[src/hdl/ils_pkg.sv]
// ils_pkg: shared types and constants of the indexed LIFO stack unit.
// Depends on nothing; used by ils_stack_ram and indexed_lifo_stack_unit.
`timescale 1ns / 1ps
`default_nettype none

package ils_pkg;

   localparam int STACK_DEPTH = 8;

   localparam int WORD_W = 32;
   localparam int POS_W  = 11;
   localparam int FILL_W = $clog2(STACK_DEPTH + 1);
   localparam int ADDR_W = (STACK_DEPTH > 1) ? $clog2(STACK_DEPTH) : 1;

   localparam logic [FILL_W-1:0] FILL_MAX = FILL_W'(STACK_DEPTH);

   typedef enum logic [1:0] {
      CMD_PUSH    = 2'd0,
      CMD_POP     = 2'd1,
      CMD_PEEK    = 2'd2,
      CMD_REPLACE = 2'd3
   } cmd_type;

   typedef enum logic [1:0] {
      ST_OK       = 2'd0,
      ST_OVERFLOW = 2'd1,
      ST_UNAVAIL  = 2'd2
   } status_type;

   typedef struct packed {
      logic              wr_en;
      logic [ADDR_W-1:0] wr_addr;
      logic [WORD_W-1:0] wr_data;
      logic [ADDR_W-1:0] rd_addr;
   } ram_req_type;

endpackage

`default_nettype wire

[src/hdl/indexed_lifo_stack_unit.sv]
// indexed_lifo_stack_unit: LIFO stack with push, pop, peek and replace by position.
// Depends on ils_pkg and ils_stack_ram.
`timescale 1ns / 1ps
`default_nettype none

// Channel   Direction  Ports                                   Transfer when
// req       in         req_cmd, req_value, req_position        req_valid && req_ready
// rsp       out        rsp_data, rsp_status, rsp_fill          rsp_valid && rsp_ready
//
// Push, replace and every failing command: the result is loaded into the
// output register at the accepting edge; a new request is taken while rsp_ready is high.
// Pop and successful peek: the stack RAM read is registered, so the result
// is loaded in S_READ and no new request is taken before that.
// Reset clears the fill count, the FSM and rsp_valid; RAM contents stay undefined.
// A waiting result blocks a new transfer only when rsp_ready is low.

module indexed_lifo_stack_unit (
   input  wire                        clock,
   input  wire                        reset,
   input  wire                        req_valid,
   output logic                       req_ready,
   input  wire  [1:0]                 req_cmd,
   input  wire  signed [31:0]         req_value,
   input  wire  [10:0]                req_position,
   output logic                       rsp_valid,
   input  wire                        rsp_ready,
   output logic signed [31:0]         rsp_data,
   output logic [1:0]                 rsp_status,
   output logic [10:0]                rsp_fill
);
   import ils_pkg::*;

   typedef enum logic {
      S_IDLE,
      S_READ
   } state_type;

   state_type         state_ff, state_in;
   logic [FILL_W-1:0] fill_ff, fill_in;
   logic              rsp_valid_ff, rsp_valid_in;
   logic [WORD_W-1:0] rsp_data_ff, rsp_data_in;
   status_type        rsp_status_ff, rsp_status_in;
   logic [POS_W-1:0]  rsp_fill_ff, rsp_fill_in;

   ram_req_type       ram_req;
   logic [WORD_W-1:0] rd_data;

   logic              req_xfer;
   logic              rsp_free;
   cmd_type           cmd;
   logic [POS_W-1:0]  fill_ext;
   logic [POS_W-1:0]  slot_full;
   logic              pos_ok;
   logic [FILL_W-1:0] fill_dec;

   ils_stack_ram u_ram (
      .clock   (clock),
      .ram_req (ram_req),
      .rd_data (rd_data)
   );

   // Output register may take a new result when empty or being drained now.
   assign rsp_free  = !rsp_valid_ff || rsp_ready;
   assign req_ready = (state_ff == S_IDLE) && rsp_free;
   assign req_xfer  = req_valid && req_ready;
   assign cmd       = cmd_type'(req_cmd);

   // Position p maps to slot fill - p; valid for 1 <= p <= fill.
   assign fill_ext  = POS_W'(fill_ff);
   assign slot_full = fill_ext - req_position;
   assign pos_ok    = (req_position != '0) && (req_position <= fill_ext);
   assign fill_dec  = fill_ff - FILL_W'(1);

   always_comb begin
      state_in      = state_ff;
      fill_in       = fill_ff;
      rsp_valid_in  = rsp_valid_ff;
      rsp_data_in   = rsp_data_ff;
      rsp_status_in = rsp_status_ff;
      rsp_fill_in   = rsp_fill_ff;
      ram_req.wr_en   = 1'b0;
      ram_req.wr_addr = fill_ff[ADDR_W-1:0];
      ram_req.wr_data = req_value;
      ram_req.rd_addr = slot_full[ADDR_W-1:0];

      if (rsp_valid_ff && rsp_ready) begin
         rsp_valid_in = 1'b0;
      end

      case (state_ff)
         S_IDLE: begin
            if (req_xfer) begin
               rsp_data_in   = '0;
               rsp_status_in = ST_OK;
               rsp_valid_in  = 1'b1;
               case (cmd)
                  CMD_PUSH: begin
                     if (fill_ff == FILL_MAX) begin
                        rsp_status_in = ST_OVERFLOW;
                     end else begin
                        ram_req.wr_en = 1'b1;
                        fill_in       = fill_ff + FILL_W'(1);
                     end
                  end
                  CMD_POP: begin
                     if (fill_ff == '0) begin
                        rsp_status_in = ST_UNAVAIL;
                     end else begin
                        ram_req.rd_addr = fill_dec[ADDR_W-1:0];
                        fill_in         = fill_dec;
                        rsp_valid_in    = 1'b0;
                        state_in        = S_READ;
                     end
                  end
                  CMD_PEEK: begin
                     if (!pos_ok) begin
                        rsp_status_in = ST_UNAVAIL;
                     end else begin
                        rsp_valid_in = 1'b0;
                        state_in     = S_READ;
                     end
                  end
                  CMD_REPLACE: begin
                     if (!pos_ok) begin
                        rsp_status_in = ST_UNAVAIL;
                     end else begin
                        ram_req.wr_en   = 1'b1;
                        ram_req.wr_addr = slot_full[ADDR_W-1:0];
                     end
                  end
                  default: begin
                     rsp_status_in = ST_UNAVAIL;
                  end
               endcase
               rsp_fill_in = POS_W'(fill_in);
            end
         end
         S_READ: begin
            // RAM word arrives in the cycle after the address; a write on the
            // previous edge is already in the array, so no bypass is needed.
            rsp_data_in  = rd_data;
            rsp_valid_in = 1'b1;
            state_in     = S_IDLE;
         end
         default: begin
            state_in = S_IDLE;
         end
      endcase
   end

   always_ff @(posedge clock) begin
      if (reset) begin
         state_ff     <= S_IDLE;
         fill_ff      <= '0;
         rsp_valid_ff <= 1'b0;
      end else begin
         state_ff     <= state_in;
         fill_ff      <= fill_in;
         rsp_valid_ff <= rsp_valid_in;
      end
      rsp_data_ff   <= rsp_data_in;
      rsp_status_ff <= rsp_status_in;
      rsp_fill_ff   <= rsp_fill_in;
   end

   assign rsp_valid  = rsp_valid_ff;
   assign rsp_data   = rsp_data_ff;
   assign rsp_status = rsp_status_ff;
   assign rsp_fill   = rsp_fill_ff;

   // Fill never runs past the stack depth.
   a_fill_bound: assert property (@(posedge clock) disable iff (reset)
      fill_ff <= FILL_MAX)
      else $error("fill count beyond stack depth");

   // A shown result always reports the current fill count.
   a_rsp_fill: assert property (@(posedge clock) disable iff (reset)
      rsp_valid_ff |-> (rsp_fill_ff == POS_W'(fill_ff)))
      else $error("result fill disagrees with fill count");

   // A push onto a non-full stack grows it by one.
   a_push_grow: assert property (@(posedge clock) disable iff (reset)
      (req_xfer && (cmd == CMD_PUSH) && (fill_ff != FILL_MAX))
      |=> (fill_ff == $past(fill_ff) + FILL_W'(1)))
      else $error("push did not grow the stack");

   // The read cycle always ends with a result on the output.
   a_read_done: assert property (@(posedge clock) disable iff (reset)
      (state_ff == S_READ) |=> (rsp_valid_ff && (state_ff == S_IDLE)))
      else $error("read cycle did not deliver a result");

endmodule

`default_nettype wire

[src/hdl/ils_stack_ram.sv]
// ils_stack_ram: word store of the stack, one write and one registered read.
// Depends on ils_pkg for sizes and the request struct.
`timescale 1ns / 1ps
`default_nettype none

module ils_stack_ram (
   input  wire                      clock,
   input  ils_pkg::ram_req_type     ram_req,
   output logic [ils_pkg::WORD_W-1:0] rd_data
);
   import ils_pkg::*;

   logic [WORD_W-1:0] mem [STACK_DEPTH];

   always_ff @(posedge clock) begin
      if (ram_req.wr_en) begin
         mem[ram_req.wr_addr] <= ram_req.wr_data;
      end
      rd_data <= mem[ram_req.rd_addr];
   end

endmodule

`default_nettype wire
[config.mk]
export PLATFORM = sky130hd
export DESIGN_NAME = indexed_lifo_stack_unit
export DESIGN_NICKNAME = d
export VERILOG_FILES = /design/src/hdl/ils_pkg.sv /design/src/hdl/indexed_lifo_stack_unit.sv /design/src/hdl/ils_stack_ram.sv
export SDC_FILE = /design/constraint.sdc
export NUM_CORES = 1
export LEC_CHECK = 0
export BUFFER_PORTS_ARGS = -buffer_cell sky130_fd_sc_hd__buf_4
export CORE_MARGIN = 4
export CORE_UTILIZATION = 34
export DETAILED_ROUTE_END_ITERATION = 10
export GPL_TIMING_DRIVEN = 0
export PLACE_DENSITY = 0.53
export SLEW_MARGIN = 20
export SYNTH_ARGS = -nofsm -noshare
export SYNTH_HDL_FRONTEND = slang
export SYNTH_SLANG_ARGS = --single-unit
export TNS_END_PERCENT = 50
[constraint.sdc]
create_clock -name clock -period 4 [get_ports clock]
set_input_delay 0.6 -clock clock [delete_from_list [all_inputs] [get_ports clock]]
set_output_delay 0.6 -clock clock [all_outputs]
set_load 0.01 [all_outputs]
* Word-level counts from Yosys, hierarchy flattened *
Memory sizes are Yosys's and may differ from the RTL's. A register that Yosys moved wholly into a read port is not among the register bits.
Index checks and enable logic that the tools add are counted.

word-level totals
  memory bits (writable) = 256
  output and inout bits = 47
  register bits = 44
  memories = 1
  logic and storage cells = 61
  bits of input ports = 49

operators by class
  eq/ne operators = 6
  order comparisons = 1
  reductions and logical operators = 11
  $add $sub $neg = 3
  muxes and demuxes = 32
  bitwise operators = 1

memory list
  memory     words  bits a word  rd ports  clocked after memory_dff  write ports  line                 text
  u_ram.mem  8      32           1         1                         1            ils_stack_ram.sv:13  logic [WORD_W-1:0] mem [STACK_DEPTH];

operators with widths
  kind                 count
  $pmux 32 s2          1
  $mux 32              1
  $mux 4               5
  $mux 3               5
  $le 11x4->1          1
  $mux 1               11
  $reduce_bool 11->1   1
  $pmux 1 s2           5
  $pmux 4 s2           1
  $pmux 2 s3           1
  $add 4x1->4 const B  1
  $eq 2x2->1 const B   2
  $eq 4x4->1 const B   1
  $logic_and 1x1->1    4
  $logic_not 4->1      1
  $mux 2               2
  $sub 4x1->4 const B  1
  $ne 3x2->1 const B   1
  $sub 3x3->3          1
  $eq 2x1->1 const B   1
  $logic_not 2->1      1
  $ne 2x2->1 const B   1
  $reduce_and 2->1     1
  $reduce_or 2->1      1
  other kinds (3)      3

* Depth between registers and ports, before layout *
Gate-level depths: netlist of the first run.

  depth after elaboration = 8
  mapped depth = 11
  gate-level depth less buffers = 9

* Hierarchy *
From an unflattened synthesis of the first run, not the netlist that was laid out.

second synthesis, totals
  cells, all modules = 605
  area total of the unflattened synthesis = 12771.0 µm²

modules (own cells, without submodules)
  module                   instances  cells each  area each (µm²)  sequential area each (µm²)
  ils_stack_ram            1          415         10466.3          8328.0
  indexed_lifo_stack_unit  1          190         2304.7           1261.2

* Worst setup path after synthesis of the first run *
Ideal clock, no wire load.

  kind = input-to-reg
  start = input req_position[4]
  end = memory u_ram.mem[6][0] (enable)
  stages = 6
  buffers on the path = 0
  path slack = 0.088 ns
  arrival time = 3.491 ns
  library setup time = 0.421 ns
  path through = or4_1 -> nor4_1 -> o41ai_1 -> nor3_2 -> mux2_2 -> nor2_1

on the way
  longest elaborated chain between the ends = 8

ends and longest elaborated chain
  item                                               line                            text
  start, declared                                    indexed_lifo_stack_unit.sv:24   input wire [10:0] req_position,
  $le 11x4->1 or $reduce_bool 11->1 (tied branches)  indexed_lifo_stack_unit.sv:71   assign pos_ok = (req_position != '0) && (req_position <= fill_ext);
  $logic_and 1x1->1 (*)                              indexed_lifo_stack_unit.sv:71
  $mux 4 (*)                                         indexed_lifo_stack_unit.sv:124  if (!pos_ok) begin
  $pmux 1 s2                                         indexed_lifo_stack_unit.sv:96   case (cmd)
  $mux 4 (*)                                         indexed_lifo_stack_unit.sv:92   if (req_xfer) begin
  $mux 4 (*)                                         indexed_lifo_stack_unit.sv:90   case (state_ff)
  $mux 1                                             ils_stack_ram.sv:16             if (ram_req.wr_en) begin
  $mux 1 (not written as such)                       ils_stack_ram.sv:17             mem[ram_req.wr_addr] <= ram_req.wr_data;
  end, declared                                      ils_stack_ram.sv:13

Every way passes the cells marked *; elsewhere a longest branch is shown, timed or not.

* Worst setup path after layout of the first run *
  start = register fill_ff[0]
  end = register u_ram.rd_data[29] (netlist name) (read register of u_ram.mem)

on the way
  longest elaborated chain between the ends = 5

ends and longest elaborated chain
  item                                 line                            text
  start, declared                      indexed_lifo_stack_unit.sv:39   logic [FILL_W-1:0] fill_ff, fill_in;
  start signal, assigned               indexed_lifo_stack_unit.sv:158  fill_ff <= fill_in;
  $sub 4x1->4 (tied with other cells)  indexed_lifo_stack_unit.sv:72   assign fill_dec = fill_ff - FILL_W'(1);
  $mux 3                               indexed_lifo_stack_unit.sv:106  if (fill_ff == '0) begin
  $mux 3                               indexed_lifo_stack_unit.sv:96
  $mux 3                               indexed_lifo_stack_unit.sv:92
  $mux 3 (*)                           indexed_lifo_stack_unit.sv:90
  end, declared                        ils_stack_ram.sv:9              output logic [ils_pkg::WORD_W-1:0] rd_data

Marked as above.
A chain may end at the register's enable or synchronous reset.

==> results.py, run 1 <==
metrics = {
    "finish": {
        "fillers": 3309,
        "drive_gt1_frac": 0.213,
        "area_growth_pct": 21.5,
        "nets": 936,
    },
    "global_routing": {
        "grt_pass1_vias": 6847,
        "grtUsageTotal": 0.134,
        "grt.overflow.total": 0,
        "antenna_found_initial": 3,
        "grt_pass1_wl_mm": 41.8,
        "grt_start_max_net_pins": 33,
    },
    "worst_setup_path": {
        "critPathLaunchType": "register",
        "max_stage_delay_ns": 0.57,
        "critPathMaxFanout": 10,
        "critPathRequiredTime_ns": 4.38,
        "end_kind": "register",
        "crit_top_cell": "mux2i_1",
        "critPathKind": "register to register",
        "slowest_stage": "a2111oi_4",
        "crit_start": "fill_ff[0]",
        "crit_chain": "clkbuf_1, inv_1, ha_1, nor2b_4, a2111oi_4, mux2i_1, buf_6, buf_2, mux2i_1, a221oi_1",
        "worstPathArrival_ns": 4.07,
        "worstReg2RegStart": "fill_ff[0]",
    },
    "floorplanning": {
        "placementRows": 70,
        "die_x_um": 202,
        "core_area_um2": 36800,
        "start_util": 0.347,
        "dieArea_um2": 40700,
        "die_h_um": 202,
        "io_pins": 96,
    },
    "placed_design": {
        "place.gp.congestion": 0.771,
        "numPortBuffers": 88,
        "hpwlAfterDp_mm": 17.5,
    },
    "synthesis": {
        "synth_cells": 732,
        "ys.flop_type": "edfxtp_1",
        "synthArstFlopShare": 0,
        "synth_edf_count": 294,
        "synth_area_um2": 12800,
        "avgSynthCellArea_um2": 17.4,
        "yosysWarnings": 0,
        "synth-seq-cells": 332,
        "yosysTopAreaCellShare": 0.692,
        "ys_types": 49,
        "synth_area_leaders": "edfxtp_1 (69%), mux2i_1 (10%), dfxtp_1 (6.0%)",
        "synth_area_leader_cell": "edfxtp_1",
        "synth-seq-area-share": 0.751,
    },
    "clock_tree": {
        "cts_setup_buffers": 0,
        "post_cts_resized": 0,
        "cts_made_buffers": 36,
        "clk_path_buf_depth": 3,
        "clock_sinks": 332,
        "cts_max_level": 2,
        "clkTransAtPathRegs_ns": 0.06,
        "holdBufCountCts": 0,
        "cts_tree": "built",
        "clk_latency_ns": 0.52,
        "root_buffer": "clkbuf_16",
    },
    "timing": {
        "fmax_mhz": 271,
        "layout_min_cycle_time_ns": 3.69,
        "setup_viol": 0,
        "setup-tns-final_ns": 0,
        "max_slew_margin": 0.345,
        "tightestPinTransition_ns": 0.982,
        "rsz0062_at_grt": "no",
        "hold_viol": 0,
        "hold_ws_ns": 0.315,
        "slew_violations": 0,
        "finClkSkew_ns": 0.0182,
        "finalCritPeriodShare": 0.922,
    },
    "min_path": {
        "min_from": "reset",
        "hp-class": "primary input to register",
    },
    "power_and_ir_drop": {
        "p_per_area_nw_per_um2": 532,
        "ir_drop_uv": 247,
        "leakage_nw": 5.66,
    },
    "routing": {
        "first_iter_violations": 337,
        "avgViaCountPerCell": 4.80,
        "ant_nets": 0,
        "dr.pass1.iters": 4,
        "vias": 6571,
        "routedWlPerCell_um": 20.0,
        "post-route-drc-count": 0,
        "wl_mm": 27.4,
    },
    "run_status": {
        "status": "finished clean",
    },
    "run": {
        "drv_cap": 0,
    },
}
==> cell usage after synthesis (2+ instances only) <==
cell type,instances
a211oi_1,2
a21oi_1,7
a221oi_1,32
a22o_1,32
and2_1,32
and4_1,2
buf_2,5
buf_4,8
buf_6,8
clkbuf_1,20
dfxtp_1,38
edfxtp_1,294
ha_1,12
inv_1,14
mux2_2,3
mux2i_1,132
nand2_1,16
nand2b_1,2
nand3_1,5
nor2_1,18
nor2b_1,3
nor3_1,4
nor3b_1,2
nor4_1,3
o211ai_1,2
o21ai_0,8
o21ai_1,3
o22ai_1,2
or2_2,3
==> per-layer routing <==
| layer | vias up | routed length [µm] | global-route usage | share of wire |
|---|---|---|---|---|
| li1 | 3147 | - | - | - |
| met1 | 3245 | 12000 | 0.174 | 0.44 |
| met2 | 130 | 13400 | 0.225 | 0.49 |
| met3 | 45 | 1460 | 0.0306 | 0.053 |
| met4 | 4 | 512 | 0.0393 | 0.019 |
| met5 | - | 27 | 0 | 0.00099 |
==> layout by cell type, fill, tap and decap left out, drive strengths merged, types with 2 or more instances in the layout <==
cell      Yosys  routed
ha           12      12
a221oi       32      32
mux2i       132     132
nor4          3       3
nor3b         2       2
clkinvlp      0       2
nor2         18      18
o211ai        2       2
clkinv        0       8
a21oi         7       7
and4          2       2
nand2b        3       3
o21ai        11      11
dfxtp        38      38
o22ai         2       2
nand2        16      16
mux2          3       3
a211oi        2       2
inv          15      16
conb          1       7
clkbuf       20      71
edfxtp      294     294
nor3          5       5
and2         32      32
buf          21     119
bufinv        0       2
or2           3       3
nor2b         4       4
a22o         32      32
nand3         5       5
==> sequential cells by signal (all words and copies together) (netlist names) <==
| signal | count |
|---|---|
| fill_ff | 4 |
| rsp_data | 32 |
| rsp_fill | 4 |
| rsp_status | 2 |
| rsp_valid | 1 |
| state_ff | 1 |
| u_ram.mem | 256 |
| u_ram.rd_data | 32 |
==> critical path: cells and delay by family, from the launching register on <==
kind	cells	cell delay [ns]
buf+inv	4	1.15
compound gates	2	0.97
mux	2	0.57
flops	1	0.37
fa+ha+maj	1	0.32
simple gates	1	0.17
==> cell type report <==
type	count	area, µm²	share of cell area
diodes	1	2.50	0.000161
plain buffers	41	250	0.0161
clock buffers	51	1050	0.0677
clock inverters	13	131	0.00847
inverters	15	56.3	0.00363
multi-input cells	350	2950	0.190
flip-flops and latches	332	9590	0.618
well taps	468	586	0.0378
repair buffers	98	896	0.0578
==> where the power goes <==
group	internal, W	total (W)	switching (W)
Sequential	0.00395	0.00400	0.0000456
Clock	0.00196	0.00326	0.00130
Combinational	0.000413	0.000988	0.000575
Total	0.00633	0.00825	0.00192
==> through the flow <==
stage / cell area (µm²) / cells / setup slack [ns] / util / total power [W]
2_1_floorplan: 12800 / 738 / 0.0883 / - / 0.00469
3_3_place_gp: 14000 / 1294 / -1.86 / 0.381 / 0.00507
3_5_place_dp: 14300 / 1304 / 0.189 / 0.389 / 0.00509
4_1_cts: 15500 / 1368 / 0.166 / 0.422 / 0.00837
5_1_grt: 15500 / 1369 / 0.0181 / 0.422 / 0.00860
6_report: 15500 / 1369 / 0.311 / 0.422 / 0.00825
==> worst paths after layout <==
check                                         end  slack (ns)  cells after the start
worst max-delay path            u_ram.rd_data[29]        0.31                     10
worst min-delay path                   fill_ff[2]        0.32                      2
worst max register to register  u_ram.rd_data[29]        0.31                     10
worst min register to register        rsp_data[2]        0.50                      1
==> cells by family (layout without fill, tap and decap cells) <==
logic type                 after synthesis  count (layout)  share of synthesized area
and+or+nand+nor                         98              98                     0.0430
DFF                                    332             332                      0.751
adders and majority gates               13              13                     0.0133
xor gates and xnor gates                 1               1                   0.000686
AOI/OAI and AO/OA                       96              96                     0.0612
muxes                                  135             135                      0.106
buffers and inverters                   56             218                     0.0240
other                                    1               8                   0.000294
Note: power is estimated with default switching activity, not from simulation.
==> run 2, diff against run 1 <==
- CTS_BUF_LIST: not set -> sky130_fd_sc_hd__clkbuf_8 sky130_fd_sc_hd__clkbuf_16
- PLACE_DENSITY: 0.53 -> not set
- SKIP_CTS_REPAIR_TIMING: not set -> 1
==> run 2 against run 1 <==
- cell area is essentially flat
- first-iteration DRC count up 7.1%
- setup slack got worse by 0.035 ns
- largest power group unchanged
==> results.py, run 2 (synthesis gave the netlist of run 1 again) <==
metrics = {
    "floorplanning": {
        "core_area_um2": 36800,
        "dieArea_um2": 40700,
        "die_x_um": 202,
        "io_pins": 96,
        "placementRows": 70,
        "die_h_um": 202,
        "start_util": 0.347,
    },
    "routing": {
        "avgViaCountPerCell": 4.86,
        "wl_mm": 26.9,
        "dr.pass1.iters": 5,
        "routedWlPerCell_um": 19.7,
        "first_iter_violations": 361,
        "post-route-drc-count": 0,
        "ant_nets": 0,
        "vias": 6649,
    },
    "global_routing": {
        "grt.overflow.total": 0,
        "grt_pass1_vias": 6712,
        "grtUsageTotal": 0.129,
        "grt_start_max_net_pins": 33,
        "antenna_found_initial": 1,
        "grt_pass1_wl_mm": 40.7,
    },
    "placed_design": {
        "dp.cells": 1304,
        "hpwlAfterDp_mm": 17.3,
        "numPortBuffers": 88,
        "place.gp.congestion": 0.746,
        "placed_cell_area_um2": 14300,
    },
    "clock_tree": {
        "clk_path_buf_depth": 3,
        "cts_tree": "built",
        "clkTransAtPathRegs_ns": 0.06,
        "cts_max_level": 2,
        "clk_latency_ns": 0.52,
        "clock_sinks": 332,
        "cts_made_buffers": 36,
        "root_buffer": "clkbuf_16",
    },
    "worst_setup_path": {
        "critPathMaxFanout": 10,
        "critPathKind": "register to register",
        "r2r_slack_ns": 0.28,
        "critPathRequiredTime_ns": 4.37,
        "worstPathArrival_ns": 4.09,
        "critPathLaunchType": "register",
        "worstReg2RegStart": "fill_ff[0]",
        "end_kind": "register",
        "r2r_end": "u_ram.rd_data[11]",
        "rr_worst_depth": 10,
        "crit_start": "fill_ff[0]",
    },
    "finish": {
        "final_cells": 1369,
        "regMostFlops": "u_ram.mem",
        "area_growth_pct": 21.6,
        "largest_reg_flops": 256,
        "design_area_um2": 15500,
        "drive_gt1_frac": 0.211,
        "nets": 936,
        "layout_common_cells": "edfxtp_1 (294), mux2i_1 (132), buf_4 (96)",
        "fin_util": 0.422,
        "final_common_cell": "edfxtp_1",
        "antenna_cells": 0,
    },
    "timing": {
        "setup_viol": 0,
        "setup-tns-final_ns": 0,
        "tightestPinTransition_ns": 0.911,
        "rsz0062_at_grt": "no",
        "finClkSkew_ns": 0.0128,
        "slew_violations": 0,
        "hold_ws_ns": 0.308,
        "fmax_mhz": 269,
        "finalCritPeriodShare": 0.931,
        "layout_min_cycle_time_ns": 3.72,
        "max_slew_margin": 0.375,
        "hold_viol": 0,
    },
    "min_path": {
        "hp-class": "primary input to register",
        "min_to": "fill_ff[3]",
        "min_from": "reset",
        "min_delay_path_depth": 2,
    },
    "run": {
        "drv_cap": 0,
    },
    "power_and_ir_drop": {
        "p_per_area_nw_per_um2": 531,
        "ir_drop_uv": 360,
        "leakage_nw": 5.71,
    },
    "run_status": {
        "status": "finished clean",
    },
}
run 2: cell count changes in the layout (fill, tap and decap cells not counted), sizes merged:
cell,change
inv,+14
clkbuf,-11
clkinv,-4
diode,-1
bufinv,+2
run 2: worst max-delay path, cell delays in order, from the launching register on:
cell and delay (ns):
dfxtp_1 0.36, clkbuf_1 0.36, inv_1 0.20, ha_1 0.31, nor2b_4 0.17, a2111oi_4 0.54
mux2i_1 0.42, buf_6 0.24, buf_2 0.38, mux2i_1 0.14, a221oi_1 0.46
run 2: how the worst max path moves through the flow:
| stage | to | slack (ns) | cells past startpoint |
|---|---|---|---|
| 6_report | u_ram.rd_data[11] | 0.28 | 10 |
| 5_1_grt | u_ram.rd_data[11] | 0.03 | 10 |
| 4_1_cts | u_ram.rd_data[11] | 0.21 | 10 |
| 3_5_place_dp | u_ram.mem[1][16] | 0.21 | 9 |
| 3_3_place_gp | u_ram.mem[2][16] | -1.57 | 7 |
| 2_1_floorplan | u_ram.mem[6][0] | 0.09 | 6 |
run 2: through the flow:
| step | power (W) | setup slack, ns |
|---|---|---|
| 2_1_floorplan | 0.00469 | 0.0883 |
| 3_3_place_gp | 0.00506 | -1.57 |
| 3_5_place_dp | 0.00508 | 0.211 |
| 4_1_cts | 0.00836 | 0.208 |
| 5_1_grt | 0.00857 | 0.0301 |
| 6_report | 0.00825 | 0.276 |
run 2: cell type report:
class	count	area, µm²
Sequential cell	332	9590
Clock inverter	25	231
Clock buffer	40	956
Multi-Input combinational cell	350	2950
Timing Repair Buffer	98	906
Fill cell	3265	21300
Buffer	41	250
Tap cell	468	586
Inverter	15	56.3
run 2: metal layers:
metal  vias to the layer above  global-route usage  wire [µm]
li1                       3130                   -          -
met4                         0              0.0334        467
met5                         -                   0          0
met2                       162               0.214      13100
met3                        31              0.0263       1410
met1                      3326               0.175      12000
run 2: power breakdown:
group	internal, W	switching [W]	leakage, nW
Sequential	0.00395	0.0000482	3.01
Clock	0.00198	0.00128	0.627
Combinational	0.000415	0.000576	2.08
Total	0.00634	0.00191	5.71
